===== src/rtl/dwt_pkg.sv =====
// Shared types, constants and tables for the waveform tuner generator.
package dwt_pkg;

   localparam int DEF_MAX_POINTS = 1024;

   // divider widths: dividend (quotient) and divisor
   localparam int QW = 44;
   localparam int DW = 40;

   localparam logic [26:0] CLOCK_HZ    = 27'd84000000;
   localparam logic [19:0] MAXN_NUM    = 20'd1000000;
   localparam logic [30:0] HALF_PI_Q30 = 31'd1686629713;
   localparam logic [30:0] ONE_Q30     = 31'h4000_0000;
   localparam logic [19:0] ERR_SAT     = 20'hFFFFF;

   localparam logic [0:0] CSR_WAVE_SHAPE = 1'd0;
   localparam logic [0:0] CSR_PHASE_TURN = 1'd1;

   typedef enum logic [1:0] {
      KIND_RETUNE = 2'd0,
      KIND_SAMPLE = 2'd1,
      KIND_NOP    = 2'd2
   } kind_type;

   typedef struct packed {
      kind_type    kind;
      logic [19:0] hz;
   } item_type;

   typedef struct packed {
      logic        shape;
      logic [15:0] phase;
   } cfg_type;

   typedef struct packed {
      logic [9:0]  value;
      logic [9:0]  index;
      logic [10:0] points;
      logic [23:0] reload;
      logic [19:0] error;
   } rsp_type;

   typedef struct packed {
      logic [1:0]  pre;
      logic [31:0] mul;
      logic [5:0]  post;
   } recip_type;

   // Horner divisors of the sine series, innermost first, as a shift and a
   // reciprocal multiply: v / (2^pre * b) = ((v >> pre) * mul) >> post,
   // exact for any 32-bit v
   function automatic recip_type horner_recip(input logic [2:0] k);
      recip_type r;
      unique case (k)
         3'd0:    r = '{pre: 2'd1, mul: 32'd2498890064, post: 6'd37};
         3'd1:    r = '{pre: 2'd3, mul: 32'd3817748708, post: 6'd35};
         3'd2:    r = '{pre: 2'd1, mul: 32'd3272356036, post: 6'd36};
         3'd3:    r = '{pre: 2'd2, mul: 32'd3435973837, post: 6'd34};
         default: r = '{pre: 2'd1, mul: 32'd2863311531, post: 6'd33};
      endcase
      return r;
   endfunction

endpackage


===== src/rtl/dac_waveform_tuner_generator.sv =====
// Sample and retune times are set mostly by the shared divider, one quotient bit per cycle.
// Throughput: one transaction at a time in the sequencer; a two-entry input queue and
// an output register let either side stall on its own.
// Reset (synchronous): 10 points, reload 0, error 0, index 0, sine, phase 0, queues empty.
module dac_waveform_tuner_generator
   import dwt_pkg::*;
#(
   parameter int MAX_POINTS = DEF_MAX_POINTS
) (
   input  logic        clock,
   input  logic        reset,
   input  logic        push,
   output logic        full,
   input  logic        req_func,
   input  logic [19:0] req_target_hz,
   output logic        empty,
   input  logic        pop,
   output logic [9:0]  rsp_sample_value,
   output logic [9:0]  rsp_sample_index,
   output logic [10:0] rsp_points,
   output logic [23:0] rsp_timer_reload,
   output logic [19:0] rsp_freq_error,
   input  logic        csr_valid,
   output logic        csr_ready,
   input  logic [0:0]  csr_index,
   input  logic [15:0] csr_wdata
);

   cfg_type  cfg_ff, cfg_in;
   logic     rsp_valid_ff, rsp_valid_in;
   rsp_type  rsp_ff;
   logic     head_valid, take;
   item_type head;
   logic     res_valid, res_free, res_take;
   rsp_type  res;

   dwt_front u_front (
      .clock      (clock),
      .reset      (reset),
      .push       (push),
      .func       (req_func),
      .target_hz  (req_target_hz),
      .full       (full),
      .head_valid (head_valid),
      .head       (head),
      .take       (take)
   );

   dwt_back #(
      .MAX_POINTS (MAX_POINTS)
   ) u_back (
      .clock      (clock),
      .reset      (reset),
      .cfg        (cfg_ff),
      .head_valid (head_valid),
      .head       (head),
      .take       (take),
      .res_valid  (res_valid),
      .res        (res),
      .res_free   (res_free)
   );

   assign csr_ready = 1'b1;
   assign empty     = !rsp_valid_ff;
   assign res_free  = !rsp_valid_ff || pop;
   assign res_take  = res_valid && res_free;

   assign rsp_sample_value = rsp_ff.value;
   assign rsp_sample_index = rsp_ff.index;
   assign rsp_points       = rsp_ff.points;
   assign rsp_timer_reload = rsp_ff.reload;
   assign rsp_freq_error   = rsp_ff.error;

   always_comb begin
      cfg_in = cfg_ff;
      if (csr_valid) begin
         unique case (csr_index)
            CSR_WAVE_SHAPE: cfg_in.shape = csr_wdata[0];
            CSR_PHASE_TURN: cfg_in.phase = csr_wdata;
            default:        cfg_in = cfg_ff;
         endcase
      end
      if (res_take) begin
         rsp_valid_in = 1'b1;
      end else if (pop) begin
         rsp_valid_in = 1'b0;
      end else begin
         rsp_valid_in = rsp_valid_ff;
      end
   end

   always_ff @(posedge clock) begin
      if (reset) begin
         cfg_ff       <= '0;
         rsp_valid_ff <= 1'b0;
      end else begin
         cfg_ff       <= cfg_in;
         rsp_valid_ff <= rsp_valid_in;
      end
   end

   always_ff @(posedge clock) begin
      if (res_take) begin
         rsp_ff <= res;
      end
   end

   a_push_reaches_queue: assert property (@(posedge clock) disable iff (reset)
      push && !full |=> head_valid)
      else $error("accepted transaction missing from input queue");

   a_result_loaded: assert property (@(posedge clock) disable iff (reset)
      res_take |=> !empty)
      else $error("finished result not presented");

   a_pop_drains: assert property (@(posedge clock) disable iff (reset)
      pop && !empty && !res_take |=> empty)
      else $error("result slot not released after pop");

endmodule


===== src/rtl/dwt_front.sv =====
// Input queue that takes and classifies incoming transactions.
module dwt_front
   import dwt_pkg::*;
(
   input  logic        clock,
   input  logic        reset,
   input  logic        push,
   input  logic        func,
   input  logic [19:0] target_hz,
   output logic        full,
   output logic        head_valid,
   output item_type    head,
   input  logic        take
);

   item_type   mem_ff [2];
   logic       wr_ptr_ff, wr_ptr_in;
   logic       rd_ptr_ff, rd_ptr_in;
   logic [1:0] count_ff, count_in;
   logic       do_push, do_take;
   item_type   item_new;

   assign full       = (count_ff == 2'd2);
   assign head_valid = (count_ff != 2'd0);
   assign head       = mem_ff[rd_ptr_ff];
   assign do_push    = push && !full;
   assign do_take    = take && head_valid;

   always_comb begin
      item_new.hz = target_hz;
      if (func) begin
         item_new.kind = KIND_SAMPLE;
      end else if (target_hz == 20'd0) begin
         item_new.kind = KIND_NOP;
      end else begin
         item_new.kind = KIND_RETUNE;
      end
      wr_ptr_in = do_push ? !wr_ptr_ff : wr_ptr_ff;
      rd_ptr_in = do_take ? !rd_ptr_ff : rd_ptr_ff;
      count_in  = count_ff + {1'b0, do_push} - {1'b0, do_take};
   end

   always_ff @(posedge clock) begin
      if (reset) begin
         wr_ptr_ff <= 1'b0;
         rd_ptr_ff <= 1'b0;
         count_ff  <= 2'd0;
      end else begin
         wr_ptr_ff <= wr_ptr_in;
         rd_ptr_ff <= rd_ptr_in;
         count_ff  <= count_in;
      end
   end

   always_ff @(posedge clock) begin
      if (do_push) begin
         mem_ff[wr_ptr_ff] <= item_new;
      end
   end

endmodule


===== src/rtl/dwt_div.sv =====
// Shared restoring divider, one quotient bit per cycle.
module dwt_div
   import dwt_pkg::*;
(
   input  logic          clock,
   input  logic          reset,
   input  logic          start,
   input  logic [QW-1:0] num,
   input  logic [DW-1:0] den,
   output logic          done,
   output logic [QW-1:0] quot,
   output logic [DW-1:0] rem
);

   localparam int CNTW = $clog2(QW + 1);

   logic            busy_ff, busy_in;
   logic            done_ff, done_in;
   logic [CNTW-1:0] cnt_ff, cnt_in;
   logic [QW-1:0]   quo_ff, quo_in;
   logic [DW-1:0]   rem_ff, rem_in;
   logic [DW-1:0]   den_ff, den_in;
   logic [DW:0]     trial;
   logic            ge;

   assign done = done_ff;
   assign quot = quo_ff;
   assign rem  = rem_ff;

   always_comb begin
      trial   = {rem_ff, quo_ff[QW-1]};
      ge      = (trial >= {1'b0, den_ff});
      busy_in = busy_ff;
      done_in = 1'b0;
      cnt_in  = cnt_ff;
      quo_in  = quo_ff;
      rem_in  = rem_ff;
      den_in  = den_ff;
      if (start) begin
         busy_in = 1'b1;
         cnt_in  = CNTW'(QW);
         quo_in  = num;
         rem_in  = '0;
         den_in  = den;
      end else if (busy_ff) begin
         rem_in = ge ? DW'(trial - {1'b0, den_ff}) : DW'(trial);
         quo_in = {quo_ff[QW-2:0], ge};
         cnt_in = cnt_ff - CNTW'(1);
         if (cnt_ff == CNTW'(1)) begin
            busy_in = 1'b0;
            done_in = 1'b1;
         end
      end
   end

   always_ff @(posedge clock) begin
      if (reset) begin
         busy_ff <= 1'b0;
         done_ff <= 1'b0;
         cnt_ff  <= '0;
      end else begin
         busy_ff <= busy_in;
         done_ff <= done_in;
         cnt_ff  <= cnt_in;
      end
   end

   always_ff @(posedge clock) begin
      quo_ff <= quo_in;
      rem_ff <= rem_in;
      den_ff <= den_in;
   end

endmodule


===== src/rtl/dwt_back.sv =====
// Sequencer that runs retune searches and computes waveform samples.
module dwt_back
   import dwt_pkg::*;
#(
   parameter int MAX_POINTS = DEF_MAX_POINTS
) (
   input  logic     clock,
   input  logic     reset,
   input  cfg_type  cfg,
   input  logic     head_valid,
   input  item_type head,
   output logic     take,
   output logic     res_valid,
   output rsp_type  res,
   input  logic     res_free
);

   localparam int NW = $clog2(MAX_POINTS + 1);
   localparam int IW = $clog2(MAX_POINTS);
   localparam int TW = NW + 2;

   typedef enum logic [30:0] {
      ST_IDLE      = 31'h1 << 0,
      ST_DIVW      = 31'h1 << 1,
      ST_RT_START  = 31'h1 << 2,
      ST_RT_MAXN   = 31'h1 << 3,
      ST_RT_NF     = 31'h1 << 4,
      ST_RT_ARR_IS = 31'h1 << 5,
      ST_RT_ARR    = 31'h1 << 6,
      ST_RT_NC     = 31'h1 << 7,
      ST_RT_FR_IS  = 31'h1 << 8,
      ST_RT_FR     = 31'h1 << 9,
      ST_RT_NEXT   = 31'h1 << 10,
      ST_RT_COMMIT = 31'h1 << 11,
      ST_SM_START  = 31'h1 << 12,
      ST_TR_MUL    = 31'h1 << 13,
      ST_TR_IS     = 31'h1 << 14,
      ST_TR_FIN    = 31'h1 << 15,
      ST_SN_IS     = 31'h1 << 16,
      ST_SN_ANG    = 31'h1 << 17,
      ST_SN_X      = 31'h1 << 18,
      ST_SN_XS     = 31'h1 << 19,
      ST_SN_X2     = 31'h1 << 20,
      ST_SN_X2S    = 31'h1 << 21,
      ST_SN_HM     = 31'h1 << 22,
      ST_SN_HD_IS  = 31'h1 << 23,
      ST_SN_T      = 31'h1 << 24,
      ST_SN_S      = 31'h1 << 25,
      ST_SN_SS     = 31'h1 << 26,
      ST_SN_M      = 31'h1 << 27,
      ST_SN_FIN    = 31'h1 << 28,
      ST_SM_ADV    = 31'h1 << 29,
      ST_FIN       = 31'h1 << 30
   } state_type;

   state_type     state_ff, state_in;
   state_type     ret_ff, ret_in;

   // architectural state
   logic [NW-1:0] pts_ff, pts_in;
   logic [26:0]   clk_ff, clk_in;
   logic [19:0]   err_ff, err_in;
   logic [IW-1:0] idx_ff, idx_in;

   // working registers
   kind_type      kind_ff, kind_in;
   logic [19:0]   f_ff, f_in;
   logic [NW-1:0] n_ff, n_in;
   logic [26:0]   c_ff, c_in;
   logic          second_ff, second_in;
   logic          found_ff, found_in;
   logic [26:0]   berr_ff, berr_in;
   logic [NW-1:0] bn_ff, bn_in;
   logic [26:0]   barr_ff, barr_in;
   logic [IW-1:0] i_ff, i_in;
   logic [1:0]    quad_ff, quad_in;
   logic [30:0]   r_ff, r_in;
   logic [31:0]   x_ff, x_in;
   logic [31:0]   x2_ff, x2_in;
   logic [30:0]   t_ff, t_in;
   logic [31:0]   s_ff, s_in;
   logic [2:0]    k_ff, k_in;
   logic [9:0]    value_ff, value_in;

   logic [31:0]   mul_a, mul_b;
   logic [63:0]   mul_p_ff;

   logic          div_start;
   logic [QW-1:0] div_num;
   logic [DW-1:0] div_den;
   logic          div_done;
   logic [QW-1:0] div_q;
   logic [DW-1:0] div_r;

   logic [31:0]   angle;
   logic [26:0]   fr, e;
   logic [10:0]   fl, ce;
   logic [11:0]   tri_v;
   logic [TW-1:0] i4, n3;
   logic [39:0]   m_up;

   recip_type     hr;
   logic [31:0]   hv;
   logic [63:0]   hq;

   dwt_div u_div (
      .clock (clock),
      .reset (reset),
      .start (div_start),
      .num   (div_num),
      .den   (div_den),
      .done  (div_done),
      .quot  (div_q),
      .rem   (div_r)
   );

   assign take      = (state_ff == ST_IDLE) && head_valid;
   assign res_valid = (state_ff == ST_FIN);

   // Horner division operand and quotient
   assign hr = horner_recip(k_ff);
   assign hv = (k_ff == 3'd0) ? x2_ff : mul_p_ff[61:30];
   assign hq = mul_p_ff >> hr.post;

   always_comb begin
      res.value  = (kind_ff == KIND_SAMPLE) ? value_ff : 10'd0;
      res.index  = (kind_ff == KIND_SAMPLE) ? 10'(i_ff) : 10'd0;
      res.points = 11'(pts_ff);
      res.reload = 24'(clk_ff - 27'd1);
      res.error  = err_ff;
   end

   // shared multiplier operands
   always_comb begin
      unique case (state_ff)
         ST_RT_NF:    begin mul_a = 32'(n_ff);        mul_b = 32'(f_ff);        end
         ST_RT_NC:    begin mul_a = 32'(n_ff);        mul_b = 32'(c_ff);        end
         ST_TR_MUL:   begin mul_a = 32'(i_ff);        mul_b = 32'd1600;         end
         ST_SN_X:     begin mul_a = 32'(r_ff);        mul_b = 32'(HALF_PI_Q30); end
         ST_SN_X2:    begin mul_a = x_ff;             mul_b = x_ff;             end
         ST_SN_HM:    begin mul_a = x2_ff;            mul_b = 32'(t_ff);        end
         ST_SN_HD_IS: begin mul_a = hv >> hr.pre;     mul_b = hr.mul;           end
         ST_SN_S:     begin mul_a = x_ff;             mul_b = 32'(t_ff);        end
         ST_SN_M:     begin mul_a = s_ff;             mul_b = 32'd400;          end
         default:     begin mul_a = 32'd0;            mul_b = 32'd0;            end
      endcase
   end

   // shared divider operands
   always_comb begin
      div_start = 1'b1;
      unique case (state_ff)
         ST_RT_START: begin
            div_num = QW'(MAXN_NUM);
            div_den = DW'(f_ff);
         end
         ST_RT_ARR_IS, ST_RT_FR_IS: begin
            div_num = QW'(CLOCK_HZ);
            div_den = mul_p_ff[DW-1:0];
         end
         ST_TR_IS: begin
            div_num = QW'(mul_p_ff[31:0]);
            div_den = DW'(pts_ff);
         end
         ST_SN_IS: begin
            div_num = QW'({i_ff, 32'h0});
            div_den = DW'(pts_ff);
         end
         default: begin
            div_start = 1'b0;
            div_num   = '0;
            div_den   = '0;
         end
      endcase
   end

   always_comb begin
      state_in  = state_ff;
      ret_in    = ret_ff;
      pts_in    = pts_ff;
      clk_in    = clk_ff;
      err_in    = err_ff;
      idx_in    = idx_ff;
      kind_in   = kind_ff;
      f_in      = f_ff;
      n_in      = n_ff;
      c_in      = c_ff;
      second_in = second_ff;
      found_in  = found_ff;
      berr_in   = berr_ff;
      bn_in     = bn_ff;
      barr_in   = barr_ff;
      i_in      = i_ff;
      quad_in   = quad_ff;
      r_in      = r_ff;
      x_in      = x_ff;
      x2_in     = x2_ff;
      t_in      = t_ff;
      s_in      = s_ff;
      k_in      = k_ff;
      value_in  = value_ff;

      angle = div_q[31:0] + {cfg.phase, 16'h0};
      fr    = div_q[26:0];
      e     = (fr > 27'(f_ff)) ? fr - 27'(f_ff) : 27'(f_ff) - fr;
      fl    = div_q[10:0];
      ce    = fl + {10'd0, (div_r != '0)};
      i4    = TW'(i_ff) << 2;
      n3    = TW'(pts_ff) + (TW'(pts_ff) << 1);
      if (i4 < TW'(pts_ff)) begin
         tri_v = 12'd520 + 12'(fl);
      end else if (i4 < n3) begin
         tri_v = 12'd1320 - 12'(ce);
      end else begin
         tri_v = 12'(fl) - 12'd1080;
      end
      m_up = mul_p_ff[39:0] + 40'(ONE_Q30) - 40'd1;

      unique case (state_ff)
         ST_IDLE: begin
            if (head_valid) begin
               kind_in = head.kind;
               f_in    = head.hz;
               unique case (head.kind)
                  KIND_RETUNE: state_in = ST_RT_START;
                  KIND_SAMPLE: state_in = ST_SM_START;
                  default:     state_in = ST_FIN;
               endcase
            end
         end
         ST_DIVW: begin
            if (div_done) begin
               state_in = ret_ff;
            end
         end
         ST_RT_START: begin
            ret_in   = ST_RT_MAXN;
            state_in = ST_DIVW;
         end
         ST_RT_MAXN: begin
            if (div_q < QW'(10)) begin
               n_in = NW'(10);
            end else if (div_q > QW'(MAX_POINTS)) begin
               n_in = NW'(MAX_POINTS);
            end else begin
               n_in = NW'(div_q);
            end
            found_in = 1'b0;
            berr_in  = '0;
            bn_in    = NW'(10);
            barr_in  = 27'd1;
            state_in = ST_RT_NF;
         end
         ST_RT_NF:     state_in = ST_RT_ARR_IS;
         ST_RT_ARR_IS: begin
            ret_in   = ST_RT_ARR;
            state_in = ST_DIVW;
         end
         ST_RT_ARR: begin
            // skip n whose reload rounds down to zero
            if (div_q == '0) begin
               state_in = ST_RT_NEXT;
            end else begin
               c_in      = div_q[26:0];
               second_in = 1'b0;
               state_in  = ST_RT_NC;
            end
         end
         ST_RT_NC:    state_in = ST_RT_FR_IS;
         ST_RT_FR_IS: begin
            ret_in   = ST_RT_FR;
            state_in = ST_DIVW;
         end
         ST_RT_FR: begin
            if (!found_ff || e < berr_ff) begin
               found_in = 1'b1;
               berr_in  = e;
               bn_in    = n_ff;
               barr_in  = c_ff;
            end
            if (!second_ff) begin
               c_in      = c_ff + 27'd1;
               second_in = 1'b1;
               state_in  = ST_RT_NC;
            end else begin
               state_in = ST_RT_NEXT;
            end
         end
         ST_RT_NEXT: begin
            if (n_ff == NW'(10)) begin
               state_in = ST_RT_COMMIT;
            end else begin
               n_in     = n_ff - NW'(1);
               state_in = ST_RT_NF;
            end
         end
         ST_RT_COMMIT: begin
            pts_in = bn_ff;
            clk_in = barr_ff;
            if (!found_ff || berr_ff > 27'(ERR_SAT)) begin
               err_in = ERR_SAT;
            end else begin
               err_in = berr_ff[19:0];
            end
            idx_in   = '0;
            state_in = ST_FIN;
         end
         ST_SM_START: begin
            i_in     = (NW'(idx_ff) >= pts_ff) ? '0 : idx_ff;
            state_in = cfg.shape ? ST_TR_MUL : ST_SN_IS;
         end
         ST_TR_MUL: state_in = ST_TR_IS;
         ST_TR_IS: begin
            ret_in   = ST_TR_FIN;
            state_in = ST_DIVW;
         end
         ST_TR_FIN: begin
            value_in = tri_v[9:0];
            state_in = ST_SM_ADV;
         end
         ST_SN_IS: begin
            ret_in   = ST_SN_ANG;
            state_in = ST_DIVW;
         end
         ST_SN_ANG: begin
            // fold the angle into the first quarter turn
            quad_in  = angle[31:30];
            r_in     = angle[30] ? ONE_Q30 - {1'b0, angle[29:0]} : {1'b0, angle[29:0]};
            state_in = ST_SN_X;
         end
         ST_SN_X:  state_in = ST_SN_XS;
         ST_SN_XS: begin
            x_in     = mul_p_ff[61:30];
            state_in = ST_SN_X2;
         end
         ST_SN_X2:  state_in = ST_SN_X2S;
         ST_SN_X2S: begin
            x2_in    = mul_p_ff[61:30];
            k_in     = 3'd0;
            state_in = ST_SN_HD_IS;
         end
         ST_SN_HM:    state_in = ST_SN_HD_IS;
         ST_SN_HD_IS: state_in = ST_SN_T;
         ST_SN_T: begin
            t_in = ONE_Q30 - hq[30:0];
            if (k_ff == 3'd4) begin
               state_in = ST_SN_S;
            end else begin
               k_in     = k_ff + 3'd1;
               state_in = ST_SN_HM;
            end
         end
         ST_SN_S:  state_in = ST_SN_SS;
         ST_SN_SS: begin
            s_in     = mul_p_ff[61:30];
            state_in = ST_SN_M;
         end
         ST_SN_M:   state_in = ST_SN_FIN;
         ST_SN_FIN: begin
            if (!quad_ff[1]) begin
               value_in = 10'd520 + {1'b0, mul_p_ff[38:30]};
            end else begin
               value_in = 10'd520 - {1'b0, m_up[38:30]};
            end
            state_in = ST_SM_ADV;
         end
         ST_SM_ADV: begin
            // advance the index and wrap at the period length
            idx_in   = (NW'(i_ff) + NW'(1) >= pts_ff) ? '0 : i_ff + IW'(1);
            state_in = ST_FIN;
         end
         ST_FIN: begin
            if (res_free) begin
               state_in = ST_IDLE;
            end
         end
         default: state_in = ST_IDLE;
      endcase
   end

   always_ff @(posedge clock) begin
      if (reset) begin
         state_ff <= ST_IDLE;
         ret_ff   <= ST_IDLE;
         pts_ff   <= NW'(10);
         clk_ff   <= 27'd1;
         err_ff   <= '0;
         idx_ff   <= '0;
         kind_ff  <= KIND_NOP;
      end else begin
         state_ff <= state_in;
         ret_ff   <= ret_in;
         pts_ff   <= pts_in;
         clk_ff   <= clk_in;
         err_ff   <= err_in;
         idx_ff   <= idx_in;
         kind_ff  <= kind_in;
      end
   end

   always_ff @(posedge clock) begin
      mul_p_ff  <= mul_a * mul_b;
      f_ff      <= f_in;
      n_ff      <= n_in;
      c_ff      <= c_in;
      second_ff <= second_in;
      found_ff  <= found_in;
      berr_ff   <= berr_in;
      bn_ff     <= bn_in;
      barr_ff   <= barr_in;
      i_ff      <= i_in;
      quad_ff   <= quad_in;
      r_ff      <= r_in;
      x_ff      <= x_in;
      x2_ff     <= x2_in;
      t_ff      <= t_in;
      s_ff      <= s_in;
      k_ff      <= k_in;
      value_ff  <= value_in;
   end

endmodule

===== config.mk =====
export PLATFORM = sky130hd
export DESIGN_NAME = dac_waveform_tuner_generator
export DESIGN_NICKNAME = d
export VERILOG_FILES = /design/src/rtl/dwt_pkg.sv /design/src/rtl/dac_waveform_tuner_generator.sv /design/src/rtl/dwt_front.sv /design/src/rtl/dwt_div.sv /design/src/rtl/dwt_back.sv
export SDC_FILE = /design/constraint.sdc
export NUM_CORES = 2
export LEC_CHECK = 0
export BUFFER_PORTS_ARGS = -buffer_cell sky130_fd_sc_hd__buf_2
export CAP_MARGIN = 40
export CORE_UTILIZATION = 50
export CTS_CLUSTER_SIZE = 24
export DETAILED_ROUTE_END_ITERATION = 12
export PLACE_DENSITY = 0.68
export SYNTH_ARGS = -nofsm -noshare
export SYNTH_HDL_FRONTEND = slang
export SYNTH_SLANG_ARGS = --single-unit
export TNS_END_PERCENT = 50

===== constraint.sdc =====
create_clock -name clock -period 13.95 [get_ports clock]
set_input_delay 1.395 -clock clock [delete_from_list [all_inputs] [get_ports clock]]
set_output_delay 1.395 -clock clock [all_outputs]
set_load 0.005 [all_outputs]

Word-level counts from Yosys, hierarchy flattened
Memories as Yosys holds them, arrays and structs flattened. A register that Yosys moved wholly into a read port is not among the register bits.
Cells that the tools add are included.
{"block": "classes", "addsub": 24, "mul": 1, "n_lt_le_gt_ge": 10, "n_eq_ne": 48, "shift": 2, "mux": 63, "bitwise": 2, "reduce_logical": 47}
{"cell": "$pmux 31 s24", "count": 1}
{"cell": "$pmux 32 s8", "count": 1}
{"cell": "$pmux 32 s7", "count": 1}
{"cell": "$pmux 42 s4", "count": 1}
{"cell": "$pmux 40 s4", "count": 1}
{"cell": "$pmux 31 s5", "count": 1}
{"cell": "$pmux 40 s3", "count": 1}
{"cell": "$mux 27", "count": 4}
{"cell": "$pmux 27 s2", "count": 2}
{"cell": "$mux 31", "count": 3}
{"cell": "$mux 44", "count": 2}
{"cell": "$mux 11", "count": 6}
{"cell": "$mul 32x32->64", "count": 1}
{"cell": "$shr 64x6->31", "count": 1}
{"cell": "$pmux 31 s2", "count": 1}
{"cell": "$pmux 24 s2", "count": 1}
{"cell": "$gt 44x11->1 const B", "count": 1}
{"cell": "$logic_not 44->1", "count": 1}
{"cell": "$lt 44x4->1 const B", "count": 1}
{"cell": "$pmux 11 s2", "count": 2}
{"cell": "$ge 41x40->1", "count": 1}
{"cell": "$mux 10", "count": 4}
{"cell": "$mux 40", "count": 1}
{"cell": "$pmux 10 s2", "count": 2}
{"cell": "100 further kinds", "count": 156}
{"block": "word_totals", "register_bits": 727, "mem_bits_rw": 44, "input_bits": 43, "output_inout_bits": 78, "elab_cells": 242, "memories": 1}
{"name": "u_front.mem_ff", "words": 2, "width": 22, "rd": 1, "rd_ports_with_merged_regs": 1, "write_ports": 1, "line": "dwt_front.sv:16", "text": "item_type mem_ff [2];"}

Logic depth before layout (Yosys ltp)
{"block": "depth", "depth_word": 6, "ltp_mapped": 43, "mapped_depth_nobuf": 38}

Cells and area by module
A second synthesis with hierarchy kept.
{"block": "unflattened", "hier_cells": 7850, "area_unflattened_um2": 74291.3}
{"mod": "dwt_back", "n_inst": 1, "cells_per_inst": 6840, "area_each_um2": 61614.1, "seq_area_each_um2": 12492.0}
{"mod": "dwt_div", "n_inst": 1, "cells_per_inst": 748, "area_each_um2": 7722.4, "seq_area_each_um2": 3483.3}
{"mod": "dac_waveform_tuner_generator", "n_inst": 1, "cells_per_inst": 160, "area_each_um2": 3089.2, "seq_area_each_um2": 2612.5}
{"mod": "dwt_front", "n_inst": 1, "cells_per_inst": 102, "area_each_um2": 1865.5, "seq_area_each_um2": 1421.4}

Worst setup path after synthesis
No wires, ideal clock.
{"block": "synth_timing", "path_kind": "reg2reg", "startpoint": "register u_back.k_ff[0]", "endpoint": "register u_back.mul_p_ff[56]", "t_arrival_ns": 9.929, "required_ns": 13.878, "path_slack_ns": 3.949, "stages_incl_launch_ff": 39, "period_less_slack_ns": 10.001, "cell_sequence": "edfxtp_1 -> inv_1 -> ha_1 -> buf_2 -> nor2b_1 -> clkbuf_1 -> clkbuf_1 -> mux2i_1 -> mux2i_1 -> nand2_1 -> a21oi_1 -> a221o_1 -> a221oi_2 -> clkbuf_1 -> nor2_1 -> fa_1 -> fa_1 -> fa_1 -> (+3 left out) -> fa_1 -> inv_1 -> fa_1 -> inv_1 -> fa_1 -> inv_1 -> fa_1 -> inv_1 -> ha_1 -> a211oi_1 -> o21bai_1 -> or3_1 -> o21ai_0 -> a21oi_1 -> a31oi_1 -> nor2_1 -> o41ai_1 -> xnor2_1"}
{"block": "synth_between", "elab_chain_cells": 5, "elab_cells_between_ends": 10, "classes_between": "1 x mul; 3 x eq/ne; 1 x shift; 4 x mux; 1 x reduce/logical"}
{"item": "start, declared", "line": "dwt_back.sv:82", "text": "logic [2:0] k_ff, k_in;"}
{"item": "start signal, assigned", "line": "dwt_back.sv:418", "text": "k_ff <= k_in;"}
{"item": "$eq 3x2->1, or another cell as far along", "line": "dwt_pkg.sv:54", "text": "unique case (k)"}
{"item": "$pmux 40 s4 or $mux 32 (tied branches)", "line": "dwt_pkg.sv:54, dwt_back.sv:122"}
{"item": "$shr 32x2->32", "line": "dwt_back.sv:142", "text": "ST_SN_HD_IS: begin mul_a = hv >> hr.pre; mul_b = hr.mul; end"}
{"item": "$pmux 32 s7", "line": "dwt_back.sv:135", "text": "unique case (state_ff)"}
{"item": "$mul 32x32->64 *", "line": "dwt_back.sv:402", "text": "mul_p_ff <= mul_a * mul_b;"}
{"item": "end signal, assigned", "line": "dwt_back.sv:402"}
{"item": "end, declared", "line": "dwt_back.sv:86", "text": "logic [63:0] mul_p_ff;"}
Every way passes the cells marked *; elsewhere a longest branch is shown, timed or not.
A chain may end at the register's enable or synchronous reset.

Worst setup path in the final report
{"block": "layout_timing", "startpoint": "register u_back.k_ff[2]", "endpoint": "register u_back.mul_p_ff[57]"}
Same word-level chain as after synthesis.

==> results.cfg <==
[power_and_ir_drop]
leakage_nw = 35.57
p_per_area_nw_per_um2 = 83.45
ir_worst_vdd_mv = 0.09501

[hold_path]
min-delay-start = u_back.err_ff[6]
hold_path_class = reg -> reg
min_to = rsp_freq_error[6]
hold_depth = 0

[sta]
drv_slew = 0
min_period_over_period_pct = 87.77
postLayoutSetupSlackWorst_ns = 1.706
hold_viol_final = 0
worst_pin_slew_ns = 0.9391
max_freq_mhz = 81.67
relSlewSlack_pct = 36.95
rsz0062_at_grt = no
fin_tns_setup_ns = 0
setup_viol = 0
skew_ns = 0.02642
period_needed_ns = 12.24

[synthesis]
synth_compound_area_share_pct = 10.97
synth_fp_nets = 9230
yosys.cell_types.count = 104
yosysWarnings = 0
synth_edf_count = 507
syn_area_um2 = 73980
yosys.area_share.simple_pct = 14.94
synth_fa_ha_area_share_pct = 32.42
ys_ff_latch = 746
synthArstFlopShare_pct = 0
synth_seq_area_share_pct = 27.05
muxShareOfSynthArea_pct = 2.510
synth_xor_area_share_pct = 3.504
netlist_instances = 7811
avgSynthCellArea_um2 = 9.471
synth_flop_cell = edfxtp_1
synth_top_family_by_area = adder cells

[placed_design]
dp_hpwl_um = 196600
pre_cts_ws_ns = 2.010
numPortBuffers = 119
gp_congestion = 1.009

[critical_path]
critPathCaptureType = register
crit_required_ns = 14.45
crit_type = reg -> reg
cp_slowest_cell = nand4_1
start_kind = register
worstReg2RegEnd = u_back.mul_p_ff[57]
cp.buffers_inverters = 8
r2r_slack_ns = 1.71
regToRegStartpoint = u_back.k_ff[2]
cpMostUsedCell = fa_1
crit_arrival_ns = 12.75
cpPeakStageDelay_ns = 0.65
path_max_fanout = 27
reg2reg_depth = 36
cp_top_family = adder cells

[detailed_routing]
first_iter_violations = 6615
drtAntennaViolNets = 0
dr.pass1.iters = 9
via_count = 58950
routed_wl_um = 248900
drc = 0
vias_per_cell = 6.017
routedWlPerCell_um = 25.40

[global_routing]
grt_max_degree = 65
grt_usage_pct = 33.18
grt_pass1_wl_um = 372400
antenna_found_initial = 12
grt_overflow = 0
grt_pass1_vias = 58621

[floorplanning]
die_h_um = 386.7
start_util_pct = 50.58
fp-row-count = 140
die_area_um2 = 149500
io_pins = 121
die_w_um = 386.7
core_um2 = 146300

[job]
drv_cap = 0

[cts]
cts.clk_slew.worst_paths_ns = 0.06
clock_latency_ns = 0.68
cts_tree = done
clock_path_buffers = 3
cts_resized = 0
clkSinkCount = 746
cts-htree-levels = 3
numCtsBuffers = 76
ctsRootBufferMaster = clkbuf_16
cts_hold_buf = 0
cts_setup_buffers = 0

[outcome]
status = finished clean

[layout]
area_growth_pct = 7.673
drive_above_1_share_pct = 8.137
final_nets = 9234
layout make-up:
| type | instances | area, µm² |
|---|---|---|
| repair buffers | 317 | 2328 |
| multi-input cells | 5467 | 47870 |
| clock buffers | 98 | 2140 |
| flip-flops and latches | 746 | 20010 |
| clock inverters | 43 | 369.1 |
| fillers | 13031 | 66610 |
| diodes | 2 | 5.005 |
| well taps | 1917 | 2399 |
| inverters | 1207 | 4531 |
through the flow:
step                hold slack [ns]  util [%]  cells  cell area [µm²]  power [W]
detailed placement           0.4209     52.74   9653            77130   0.004524
global placement             0.4203     52.39   9618            76620   0.004495
floorplan                    0.4093         -   7811            73980   0.003917
CTS                          0.4327     54.45   9794            79640   0.006612
finish                       0.4314     54.46   9797            79660   0.006647
global route                 0.4523     54.46   9795            79650   0.006901
sequential cells by signal, indices dropped and copies added (netlist names), 24 cells and up, named ones only:
register	cells
u_back.c_ff	27
u_back.mul_p_ff	64
u_front.mem_ff	44
u_back.x2_ff	32
u_back.u_div.rem	40
u_back.t_ff	31
u_back.clk_ff	24
u_back.barr_ff	24
u_back.u_div.den_ff	40
u_back.berr_ff	27
u_back.r_ff	31
u_back.state_ff	31
rsp_timer_reload	24
u_back.x_ff	32
u_back.s_ff	32
u_back.u_div.quot	44
kinds of logic after synthesis:
kind of cell	after synthesis
AOI/OAI and AO/OA	1203
adders and majority gates	1376
buffers and inverters	1598
xor gates and xnor gates	296
and+or+nand+nor	2434
muxes	157
DFF	746
other	1
per-layer routing:
layer | share of wire, % | track usage, % | vias up
met1 | 41 | 46.61 | 29423
li1 | - | - | 25669
met2 | 43 | 49.24 | 3274
met5 | 0.0084 | 0 | -
met4 | 4.8 | 13.71 | 4
met3 | 11 | 7.702 | 580
cell usage in the layout (no fill, tap or decap), types with 20 or more instances in the layout:
cell / n
inv_1: 1201
nand2_1: 958
fa_1: 901
nor2_1: 725
edfxtp_1: 507
ha_1: 475
a21oi_1: 390
dfxtp_1: 238
o21ai_0: 229
xnor2_1: 177
buf_4: 165
and2_1: 137
buf_2: 126
xor2_1: 119
mux2i_1: 109
a21o_1: 101
nand3_1: 92
nor3_1: 90
clkbuf_16: 80
nand4_1: 71
a221o_1: 67
and3_1: 50
nor2b_1: 48
nor4_1: 43
nand2b_1: 42
a211oi_1: 41
o21bai_1: 34
a22o_1: 32
nor2_2: 29
o211ai_1: 28
mux2_2: 28
a31oi_1: 27
o21a_1: 27
a221oi_2: 26
or3_1: 25
a221oi_1: 24
a222oi_1: 21
o221a_2: 21
mux4_2: 20
power by group:
group | switching [W] | internal, W
logic | 0.00108 | 0.000660
registers | 0.000258 | 0.00254
clock network | 0.000952 | 0.00116
total | 0.00229 | 0.00436
synthesized netlist by cell type (119+ instances only):
library cell  number  area share [%]
xnor2_1          177             2.1
fa_1             901              24
and2_1           137             1.2
ha_1             475             8.0
o21ai_0          229             1.5
nor2_1           727             3.7
dfxtp_1          239             6.5
edfxtp_1         507              21
nand2_1          958             4.9
xor2_1           119             1.4
buf_2            135            0.91
a21oi_1          391             2.6
clkbuf_1         206             1.0
inv_1           1204             6.1
how the worst max path moves through the flow:
stage,from,endpoint,cells past startpoint
5_1_grt,u_back.k_ff[2],u_back.mul_p_ff[57],36
3_3_place_gp,u_back.k_ff[2],u_back.mul_p_ff[56],35
4_1_cts,u_back.k_ff[2],u_back.mul_p_ff[57],39
2_1_floorplan,u_back.k_ff[0],u_back.mul_p_ff[56],38
3_5_place_dp,u_back.k_ff[2],u_back.mul_p_ff[57],36
6_report,u_back.k_ff[2],u_back.mul_p_ff[57],36
Note: power is estimated with default switching activity, not from simulation.
